[config.mk]
export PLATFORM = sky130hd
export DESIGN_NAME = sorted_key_value_table_core
export DESIGN_NICKNAME = d
export VERILOG_FILES = /design/src/sv/skvt_pkg.sv /design/src/sv/skvt_cell.sv /design/src/sv/sorted_key_value_table_core.sv
export SDC_FILE = /design/constraint.sdc
export NUM_CORES = 2
export LEC_CHECK = 0
export ABC_AREA = 1
export BUFFER_PORTS_ARGS = -buffer_cell sky130_fd_sc_hd__buf_2
export CORE_MARGIN = 3
export CORE_UTILIZATION = 60
export DETAILED_ROUTE_END_ITERATION = 16
export GPL_TIMING_DRIVEN = 0
export HOLD_SLACK_MARGIN = 0.02
export PLACE_DENSITY = 0.87
export SLEW_MARGIN = 20
export SYNTH_ARGS = -nofsm -noshare
export SYNTH_HDL_FRONTEND = slang
export SYNTH_SLANG_ARGS = --single-unit
[constraint.sdc]
create_clock -name clk -period 10.9 [get_ports clk]
set_clock_uncertainty 0.1 [all_clocks]
set_input_delay 1.09 -clock clk [delete_from_list [all_inputs] [get_ports clk]]
set_output_delay 1.09 -clock clk [all_outputs]
set_load 0.05 [all_outputs]
[src/sv/skvt_pkg.sv]
`timescale 1ns / 1ps
`default_nettype none

package skvt_pkg;

  localparam int DEPTH      = 16;
  localparam int DATA_WIDTH = 32;
  localparam int FIELD_W    = 32;
  localparam int EW         = (DATA_WIDTH < FIELD_W) ? DATA_WIDTH : FIELD_W;
  localparam int CNT_W      = $clog2(DEPTH + 1);
  localparam int POS_W      = 4;
  localparam int OCC_W      = 5;

  typedef enum logic [1:0] {
    REQ_INSERT = 2'd0,
    REQ_REMOVE = 2'd1,
    REQ_LOOKUP = 2'd2,
    REQ_NOP    = 2'd3
  } req_t;

  typedef enum logic [1:0] {
    STATUS_DONE      = 2'd0,
    STATUS_EMPTY     = 2'd1,
    STATUS_NOT_FOUND = 2'd2,
    STATUS_FULL      = 2'd3
  } status_t;

  typedef enum logic {
    SKVT_IDLE,
    SKVT_APPLY
  } skvt_state_t;

  typedef struct packed {
    logic cmp_en;
    logic ins_en;
    logic rem_en;
  } skvt_cell_ctl_t;

  function automatic logic [CNT_W-1:0] ones(input logic [DEPTH-1:0] v);
    logic [CNT_W-1:0] sum;
    sum = '0;
    for (int i = 0; i < DEPTH; i++) begin
      sum = sum + CNT_W'(v[i]);
    end
    return sum;
  endfunction

endpackage

`default_nettype wire

[src/sv/skvt_cell.sv]
`timescale 1ns / 1ps
`default_nettype none

module skvt_cell
  import skvt_pkg::*;
(
  input  wire logic           clk,
  input  wire skvt_cell_ctl_t ctl,
  input  wire logic           occ,
  input  wire logic [EW-1:0]  cmp_key,
  input  wire logic [EW-1:0]  cmp_value,
  input  wire logic [EW-1:0]  ins_key,
  input  wire logic [EW-1:0]  ins_value,
  input  wire logic           left_lt,
  input  wire logic [EW-1:0]  left_key,
  input  wire logic [EW-1:0]  left_value,
  input  wire logic [EW-1:0]  right_key,
  input  wire logic [EW-1:0]  right_value,
  input  wire logic           seen_in,
  output logic      [EW-1:0]  key_o,
  output logic      [EW-1:0]  value_o,
  output logic                lt_o,
  output logic                match_o,
  output logic                seen_o
);

  logic [EW-1:0] key_r, key_nxt;
  logic [EW-1:0] value_r, value_nxt;
  logic          lt_r, lt_nxt;
  logic          match_r, match_nxt;
  logic          at_pos;

  always_comb begin
    seen_o    = seen_in | match_r;
    at_pos    = left_lt & ~lt_r;
    key_nxt   = key_r;
    value_nxt = value_r;
    lt_nxt    = lt_r;
    match_nxt = match_r;
    if (ctl.cmp_en) begin
      lt_nxt    = occ && ($signed(key_r) < $signed(cmp_key));
      match_nxt = occ && (value_r == cmp_value);
    end
    if (ctl.ins_en) begin
      if (!lt_r) begin
        if (at_pos) begin
          key_nxt   = ins_key;
          value_nxt = ins_value;
        end else begin
          key_nxt   = left_key;
          value_nxt = left_value;
        end
      end
    end else if (ctl.rem_en && seen_o) begin
      key_nxt   = right_key;
      value_nxt = right_value;
    end
  end

  always_ff @(posedge clk) begin
    key_r   <= key_nxt;
    value_r <= value_nxt;
    lt_r    <= lt_nxt;
    match_r <= match_nxt;
  end

  assign key_o   = key_r;
  assign value_o = value_r;
  assign lt_o    = lt_r;
  assign match_o = match_r;

endmodule

`default_nettype wire

[src/sv/sorted_key_value_table_core.sv]
// No new request is taken in the apply state or while a result beat is
// stalled; the cell row compares in the accept cycle and shifts or
// reports in the following apply cycle.
// Reset: synchronous active-low rst_n empties the table and drops any
// pending result; stored keys and values keep stale contents.
`timescale 1ns / 1ps
`default_nettype none

module sorted_key_value_table_core
  import skvt_pkg::*;
(
  input  wire logic                     clk,
  input  wire logic                     rst_n,
  input  wire logic                     in_valid,
  output logic                          in_stall,
  input  wire logic        [1:0]        in_req_type,
  input  wire logic signed [FIELD_W-1:0] in_entry_key,
  input  wire logic signed [FIELD_W-1:0] in_entry_value,
  output logic                          out_valid,
  input  wire logic                     out_stall,
  output logic             [1:0]        out_status,
  output logic                          out_found,
  output logic             [POS_W-1:0]  out_position,
  output logic signed      [FIELD_W-1:0] out_found_key,
  output logic             [OCC_W-1:0]  out_match_count,
  output logic             [OCC_W-1:0]  out_occupancy
);

  skvt_state_t      state_r, state_nxt;
  logic [CNT_W-1:0] count_r, count_nxt;
  req_t             req_r;
  logic [EW-1:0]    key_r;
  logic [EW-1:0]    value_r;
  skvt_cell_ctl_t   ctl;
  logic             accept;

  logic [EW-1:0]    cell_key   [DEPTH];
  logic [EW-1:0]    cell_value [DEPTH];
  logic [DEPTH-1:0] lt, match, seen, seen_in, occ;

  logic [CNT_W-1:0] ins_pos, first_pos, hits;
  logic             found, full, empty;
  logic [EW-1:0]    first_key;

  logic             out_valid_r, out_valid_nxt;
  logic [1:0]       out_status_r, out_status_nxt;
  logic             out_found_r, out_found_nxt;
  logic [POS_W-1:0] out_position_r, out_position_nxt;
  logic [FIELD_W-1:0] out_found_key_r, out_found_key_nxt;
  logic [OCC_W-1:0] out_match_count_r, out_match_count_nxt;
  logic [OCC_W-1:0] out_occupancy_r, out_occupancy_nxt;

  assign in_stall = (state_r != SKVT_IDLE) || (out_valid_r && out_stall);
  assign accept   = in_valid && !in_stall;

  for (genvar i = 0; i < DEPTH; i++) begin : g_cell
    logic          left_lt;
    logic [EW-1:0] left_key, left_value, right_key, right_value;

    if (i == 0) begin : g_first
      assign left_lt    = 1'b1;
      assign left_key   = key_r;
      assign left_value = value_r;
      assign seen_in[i] = 1'b0;
    end else begin : g_mid
      assign left_lt    = lt[i-1];
      assign left_key   = cell_key[i-1];
      assign left_value = cell_value[i-1];
      assign seen_in[i] = seen[i-1];
    end

    if (i == DEPTH - 1) begin : g_last
      assign right_key   = cell_key[i];
      assign right_value = cell_value[i];
    end else begin : g_inner
      assign right_key   = cell_key[i+1];
      assign right_value = cell_value[i+1];
    end

    assign occ[i] = CNT_W'(i) < count_r;

    skvt_cell u_cell (
      .clk         (clk),
      .ctl         (ctl),
      .occ         (occ[i]),
      .cmp_key     (in_entry_key[EW-1:0]),
      .cmp_value   (in_entry_value[EW-1:0]),
      .ins_key     (key_r),
      .ins_value   (value_r),
      .left_lt     (left_lt),
      .left_key    (left_key),
      .left_value  (left_value),
      .right_key   (right_key),
      .right_value (right_value),
      .seen_in     (seen_in[i]),
      .key_o       (cell_key[i]),
      .value_o     (cell_value[i]),
      .lt_o        (lt[i]),
      .match_o     (match[i]),
      .seen_o      (seen[i])
    );
  end

  always_comb begin
    first_key = '0;
    for (int i = 0; i < DEPTH; i++) begin
      if (seen[i] && !seen_in[i]) begin
        first_key = first_key | cell_key[i];
      end
    end
  end

  assign ins_pos   = ones(lt);
  assign first_pos = ones(~seen);
  assign hits      = ones(match);
  assign found     = seen[DEPTH-1];
  assign full      = count_r == CNT_W'(DEPTH);
  assign empty     = count_r == '0;

  always_comb begin
    state_nxt           = state_r;
    count_nxt           = count_r;
    ctl                 = '0;
    ctl.cmp_en          = accept;
    out_valid_nxt       = out_valid_r && out_stall;
    out_status_nxt      = out_status_r;
    out_found_nxt       = out_found_r;
    out_position_nxt    = out_position_r;
    out_found_key_nxt   = out_found_key_r;
    out_match_count_nxt = out_match_count_r;
    out_occupancy_nxt   = out_occupancy_r;

    unique case (state_r)
      SKVT_IDLE: begin
        if (accept) begin
          state_nxt = SKVT_APPLY;
        end
      end
      SKVT_APPLY: begin
        state_nxt           = SKVT_IDLE;
        out_valid_nxt       = 1'b1;
        out_status_nxt      = STATUS_DONE;
        out_found_nxt       = 1'b0;
        out_position_nxt    = '0;
        out_found_key_nxt   = '0;
        out_match_count_nxt = '0;
        unique case (req_r)
          REQ_INSERT: begin
            if (full) begin
              out_status_nxt = STATUS_FULL;
            end else begin
              ctl.ins_en       = 1'b1;
              count_nxt        = count_r + CNT_W'(1);
              out_position_nxt = POS_W'(ins_pos);
            end
          end
          REQ_REMOVE, REQ_LOOKUP: begin
            if (empty) begin
              out_status_nxt = STATUS_EMPTY;
            end else if (!found) begin
              out_status_nxt = STATUS_NOT_FOUND;
            end else begin
              out_found_nxt    = 1'b1;
              out_position_nxt = POS_W'(first_pos);
              if (req_r == REQ_LOOKUP) begin
                out_found_key_nxt   = FIELD_W'($signed(first_key));
                out_match_count_nxt = OCC_W'(hits);
              end else begin
                ctl.rem_en = 1'b1;
                count_nxt  = count_r - CNT_W'(1);
              end
            end
          end
          default: begin
          end
        endcase
        out_occupancy_nxt = OCC_W'(count_nxt);
      end
      default: begin
        state_nxt = SKVT_IDLE;
      end
    endcase
  end

  always_ff @(posedge clk) begin
    if (!rst_n) begin
      state_r     <= SKVT_IDLE;
      count_r     <= '0;
      out_valid_r <= 1'b0;
    end else begin
      state_r     <= state_nxt;
      count_r     <= count_nxt;
      out_valid_r <= out_valid_nxt;
    end
  end

  always_ff @(posedge clk) begin
    if (accept) begin
      req_r   <= req_t'(in_req_type);
      key_r   <= in_entry_key[EW-1:0];
      value_r <= in_entry_value[EW-1:0];
    end
    out_status_r      <= out_status_nxt;
    out_found_r       <= out_found_nxt;
    out_position_r    <= out_position_nxt;
    out_found_key_r   <= out_found_key_nxt;
    out_match_count_r <= out_match_count_nxt;
    out_occupancy_r   <= out_occupancy_nxt;
  end

  assign out_valid       = out_valid_r;
  assign out_status      = out_status_r;
  assign out_found       = out_found_r;
  assign out_position    = out_position_r;
  assign out_found_key   = $signed(out_found_key_r);
  assign out_match_count = out_match_count_r;
  assign out_occupancy   = out_occupancy_r;

endmodule

`default_nettype wire

==> flow_metrics.env, run 1 <==
export IMPL_synth_nets=9856
export IMPL_yosys_warnings=0
export IMPL_globalplace_congestion=1.239
export IMPL_hpwlAfterDp_mm=342.3
export IMPL_synthCells=9235
export IMPL_cts_buffers_inserted=136
export IMPL_grt_pass1_vias=85147
export IMPL_portBuffers=120
export IMPL_placed_area_um2=84520
export IMPL_postCtsHoldBufs=0
export IMPL_grt_max_degree=49
export IMPL_gr_usage_all_layers_pct=69.85
export IMPL_ys_flop_type="edfxtp_1"
export IMPL_grt_pass1_wl_mm=667.7
export IMPL_cts_htree_levels=4
export IMPL_synth_area_leader_cell="edfxtp_1"
export IMPL_async_reset_ff_share_pct=0
export IMPL_status="stopped before the end"
export IMPL_ys_ff_latch=1178
export IMPL_syn_avg_cell_area_um2=8.596
export IMPL_ys_types=51
export IMPL_io_pins=121
export IMPL_cts_sinks=1178
export IMPL_cts_resized_gates=0
export IMPL_clock_path_buffers=3
export IMPL_synth_area_leaders="edfxtp_1 44%, nand2_1 9.8%, ha_1 8.2%, o211ai_1 7.9%, o21ai_0 7.8%"
export IMPL_cts_root_buf="clkbuf_16"
export IMPL_firstError="[ERROR GRT-0116] Global routing finished with congestion. Check the congestion regions in the DRC Viewer."
export IMPL_start_util_pct=60.84
export IMPL_synth_common_cells="2068 x nand2_1, 1231 x o21ai_0, 1179 x inv_1"
export IMPL_die_y_um=369.7
export IMPL_grt_overflow=19
export IMPL_synth_edff_count=1171
export IMPL_synth_seq_area_share_pct=44.47
export IMPL_dieWidth_um=369.7
export IMPL_stop_stage="global routing (5_1_grt)"
export IMPL_synth_top_area_share_pct=44.30
export IMPL_row_count=132
export IMPL_postCtsSetupBuffers=0
export IMPL_netlist_area_um2=79380
export IMPL_synth_most_common_cell="nand2_1"
layer usage:
metal | overflow | GRT usage (%)
met1 | 0 | 72.26
met2 | 10 | 87.14
met5 | 0 | 21.19
met4 | 9 | 68.63
met3 | 0 | 50.61
stage by stage:
stage	hold WS, ns	setup WS [ns]	std cells	util, %
floorplan	0.4251	3.336	9235	-
global placement	0.3830	-5.403	11097	62.97
detailed placement	0.4220	3.538	11187	64.78
CTS	0.3586	3.542	11432	68.21
cell families after synthesis:
kind of cell / count (synthesis) / synth area share, %
xor+xnor: 227 / 2.505
flops: 1178 / 44.47
simple gates: 2708 / 13.85
buf+inv: 1823 / 8.907
fa+ha+maj: 551 / 8.959
compound gates: 2748 / 21.31
==> run 2, diff against run 1 <==
--- a/config.mk
+++ b/config.mk
@@ -8,11 +8,10 @@
 export ABC_AREA = 1
 export BUFFER_PORTS_ARGS = -buffer_cell sky130_fd_sc_hd__buf_2
 export CORE_MARGIN = 3
-export CORE_UTILIZATION = 60
+export CORE_UTILIZATION = 40
 export DETAILED_ROUTE_END_ITERATION = 16
 export GPL_TIMING_DRIVEN = 0
-export HOLD_SLACK_MARGIN = 0.02
-export PLACE_DENSITY = 0.87
+export PLACE_DENSITY_LB_ADDON = 0.15
 export SLEW_MARGIN = 20
 export SYNTH_ARGS = -nofsm -noshare
 export SYNTH_HDL_FRONTEND = slang
==> flow_metrics.env, run 2 <==
export IMPL_status="finished clean"
export IMPL_grt_pass1_vias=77218
export IMPL_synth_top_area_share_pct=44.30
export IMPL_r2r_end="out_position[2]"
export IMPL_maxSlewViolCount=0
export IMPL_synth_seq_area_share_pct=44.47
export IMPL_globalplace_congestion=1.096
export IMPL_synth_common_cells="2068 x nand2_1, 1231 x o21ai_0, 1179 x inv_1"
export IMPL_ys_flop_type="edfxtp_1"
export IMPL_muxShareOfSynthArea_pct=0
export IMPL_ys_types=51
export IMPL_clk_latency_ns=0.88
export IMPL_cts_sinks=1178
export IMPL_start_kind="flip-flop"
export IMPL_grt_max_degree=42
export IMPL_final_area_um2=91010
export IMPL_synth_area_leader_cell="edfxtp_1"
export IMPL_via_count=82394
export IMPL_cts_resized_gates=0
export IMPL_rsz0062_at_grt="false"
export IMPL_gr_usage_all_layers_pct=49.94
export IMPL_fin_crit_ns=8.112
export IMPL_die_area_um2=203800
export IMPL_row_count=162
export IMPL_routedWlPerCell_um=42.08
export IMPL_r2r_cells=26
export IMPL_path_clk_slew_ns=0.06
export IMPL_grtUsageMet3_pct=13.55
export IMPL_layout_commonest_cell="nand2_1"
export IMPL_syn_avg_cell_area_um2=8.596
export IMPL_area_growth_pct=14.65
export IMPL_portBuffers=120
export IMPL_cts_root_buf="clkbuf_16"
export IMPL_cp_arrival_ns=8.61
export IMPL_cp_max_fo=10
export IMPL_whs_path_depth=1
export IMPL_worstMarginPinSlew_ns=1.376
export IMPL_synth_adder_area_share_pct=8.959
export IMPL_multi_input_area_um2=37370
export IMPL_io_pins=121
export IMPL_min_from="in_entry_value[5]"
export IMPL_crit_reg2reg_launch="g_cell[0].u_cell.match_o"
export IMPL_p_total_mw=13.13
export IMPL_yosys_warnings=0
export IMPL_crit_slowest_cell="clkbuf_1"
export IMPL_hpwlAfterDp_mm=412.0
export IMPL_setup_viol=0
export IMPL_vdd_ir_drop_max_mv=0.1563
export IMPL_via_per_inst=6.630
export IMPL_netlist_area_um2=79380
export IMPL_holdPathEnd="g_cell[0].left_value[5]"
export IMPL_globalRouteMet2Util_pct=73.60
export IMPL_start_util_pct=40.50
export IMPL_p_leak_nw=36.55
export IMPL_gr_max_usage_layer="met2"
export IMPL_hold_viol_final=0
export IMPL_cts_buffers_inserted=151
export IMPL_cp_common_cell="inv_1"
export IMPL_postCtsHoldBufs=0
export IMPL_p_per_area_nw_per_um2=144.3
export IMPL_synth_top_family_by_area="compound AO/OA/AOI/OAI gates"
export IMPL_final_cell_mix="2068 x nand2_1, 1224 x o21ai_0, 1179 x inv_1"
export IMPL_synth_xor_xnor_area_share_pct=2.505
export IMPL_grt_overflow=0
export IMPL_core_area_um2=196000
export IMPL_antenna_found_initial=70
export IMPL_first_iter_violations=14127
export IMPL_cts_htree_levels=4
export IMPL_grt_pass1_wl_mm=683.4
export IMPL_critPathKind="flip-flop to flip-flop"
export IMPL_clock_fmax_ghz=0.1233
export IMPL_dieWidth_um=451.5
export IMPL_cp_required_ns=11.40
export IMPL_slowest_delay_ns=0.93
export IMPL_async_reset_ff_share_pct=0
export IMPL_synth_edff_count=1171
export IMPL_fillers=19413
export IMPL_seq_area_um2=35310
export IMPL_slew_headroom_pct=8.291
export IMPL_r2r_slack_ns=2.79
export IMPL_cts_tree="done"
export IMPL_maxCapViolations=0
export IMPL_end_kind="flip-flop"
export IMPL_ys_ff_latch=1178
export IMPL_synth_compound_area_share_pct=21.31
export IMPL_postCtsSetupBuffers=0
export IMPL_finalNetCount=10236
export IMPL_synthCells=9235
export IMPL_dr_pass1_iters=6
export IMPL_hold_ws_ns=0.2998
export IMPL_post_route_period_util_pct=74.43
export IMPL_clock_path_buffers=3
export IMPL_antenna_left=0
export IMPL_die_y_um=451.5
export IMPL_drive_gt1_share_pct=7.901
export IMPL_synthSimpleGateAreaFrac_pct=13.85
export IMPL_hold_class="input port to flip-flop"
export IMPL_synth_nets=9856
export IMPL_grtUsageMet1_pct=55.81
export IMPL_synth_area_leaders="edfxtp_1 44%, nand2_1 9.8%, ha_1 8.2%, o211ai_1 7.9%, o21ai_0 7.8%"
export IMPL_synth_most_common_cell="nand2_1"
export IMPL_wl_mm=522.9
export IMPL_drc=0
export IMPL_placed_area_um2=85970
run 2: cell counts after synthesis:
No cell type changed its count.
run 2: cell type report:
type / instances / share of cell area [%]
tap: 2624 / 3.608
sequential: 1178 / 38.80
timing repair buffer: 227 / 3.234
clock buffer: 187 / 4.355
clock inverter: 84 / 0.8785
inverter: 1197 / 4.937
antenna: 70 / 0.1925
buffer: 626 / 2.932
multi-input combinational: 6234 / 41.07
run 2: cells by family after synthesis:
group / after synthesis
flops: 1178
fa+ha+maj: 551
xor+xnor: 227
simple gates: 2708
buf+inv: 1823
compound gates: 2748
run 2: worst max path at each step:
stage / from / to / cells past startpoint
2_1_floorplan: g_cell[0].u_cell.match_o / g_cell[1].u_cell.key_o[0] / 14
3_3_place_gp: g_cell[0].u_cell.match_o / g_cell[1].u_cell.value_o[1] / 14
3_5_place_dp: g_cell[0].u_cell.match_o / out_position[2] / 26
4_1_cts: g_cell[0].u_cell.match_o / out_position[2] / 26
5_1_grt: g_cell[0].u_cell.match_o / out_position[2] / 26
6_report: g_cell[0].u_cell.match_o / out_position[2] / 26
run 2: worst max-delay path: cells and delay by family (launching register included):
| family | cells | cell delay [ns] |
|---|---|---|
| xor+xnor | 1 | 0.17 |
| compound gates | 1 | 0.39 |
| buf+inv | 9 | 2.62 |
| flops | 1 | 0.38 |
| simple gates | 8 | 0.88 |
| fa+ha+maj | 7 | 3.26 |
run 2: metal layers:
layer	up-vias	wire length (um)
met1	39788	173100
met2	7095	220100
met3	2087	58300
li1	33398	-
met4	26	71020
met5	-	341
run 2: per-stage QoR:
step / util (%) / instances / worst slack (ns) / TNS [ns]
5_1_grt: 46.37 / 12381 / 2.771 / 0
2_1_floorplan: - / 9235 / 3.336 / 0
4_1_cts: 46.29 / 12354 / 3.168 / 0
3_5_place_dp: 43.86 / 12083 / 3.197 / 0
6_report: 46.43 / 12427 / 2.788 / 0
3_3_place_gp: 42.48 / 11979 / -5.369 / -2234.47
run 2: report_power, final:
group,leakage (nW),switching (mW),internal (mW)
Sequential,10.8,0.180,5.18
Combinational,23.4,2.02,0.615
Clock,2.32,2.30,2.83
(Power assumes the default switching activity.)
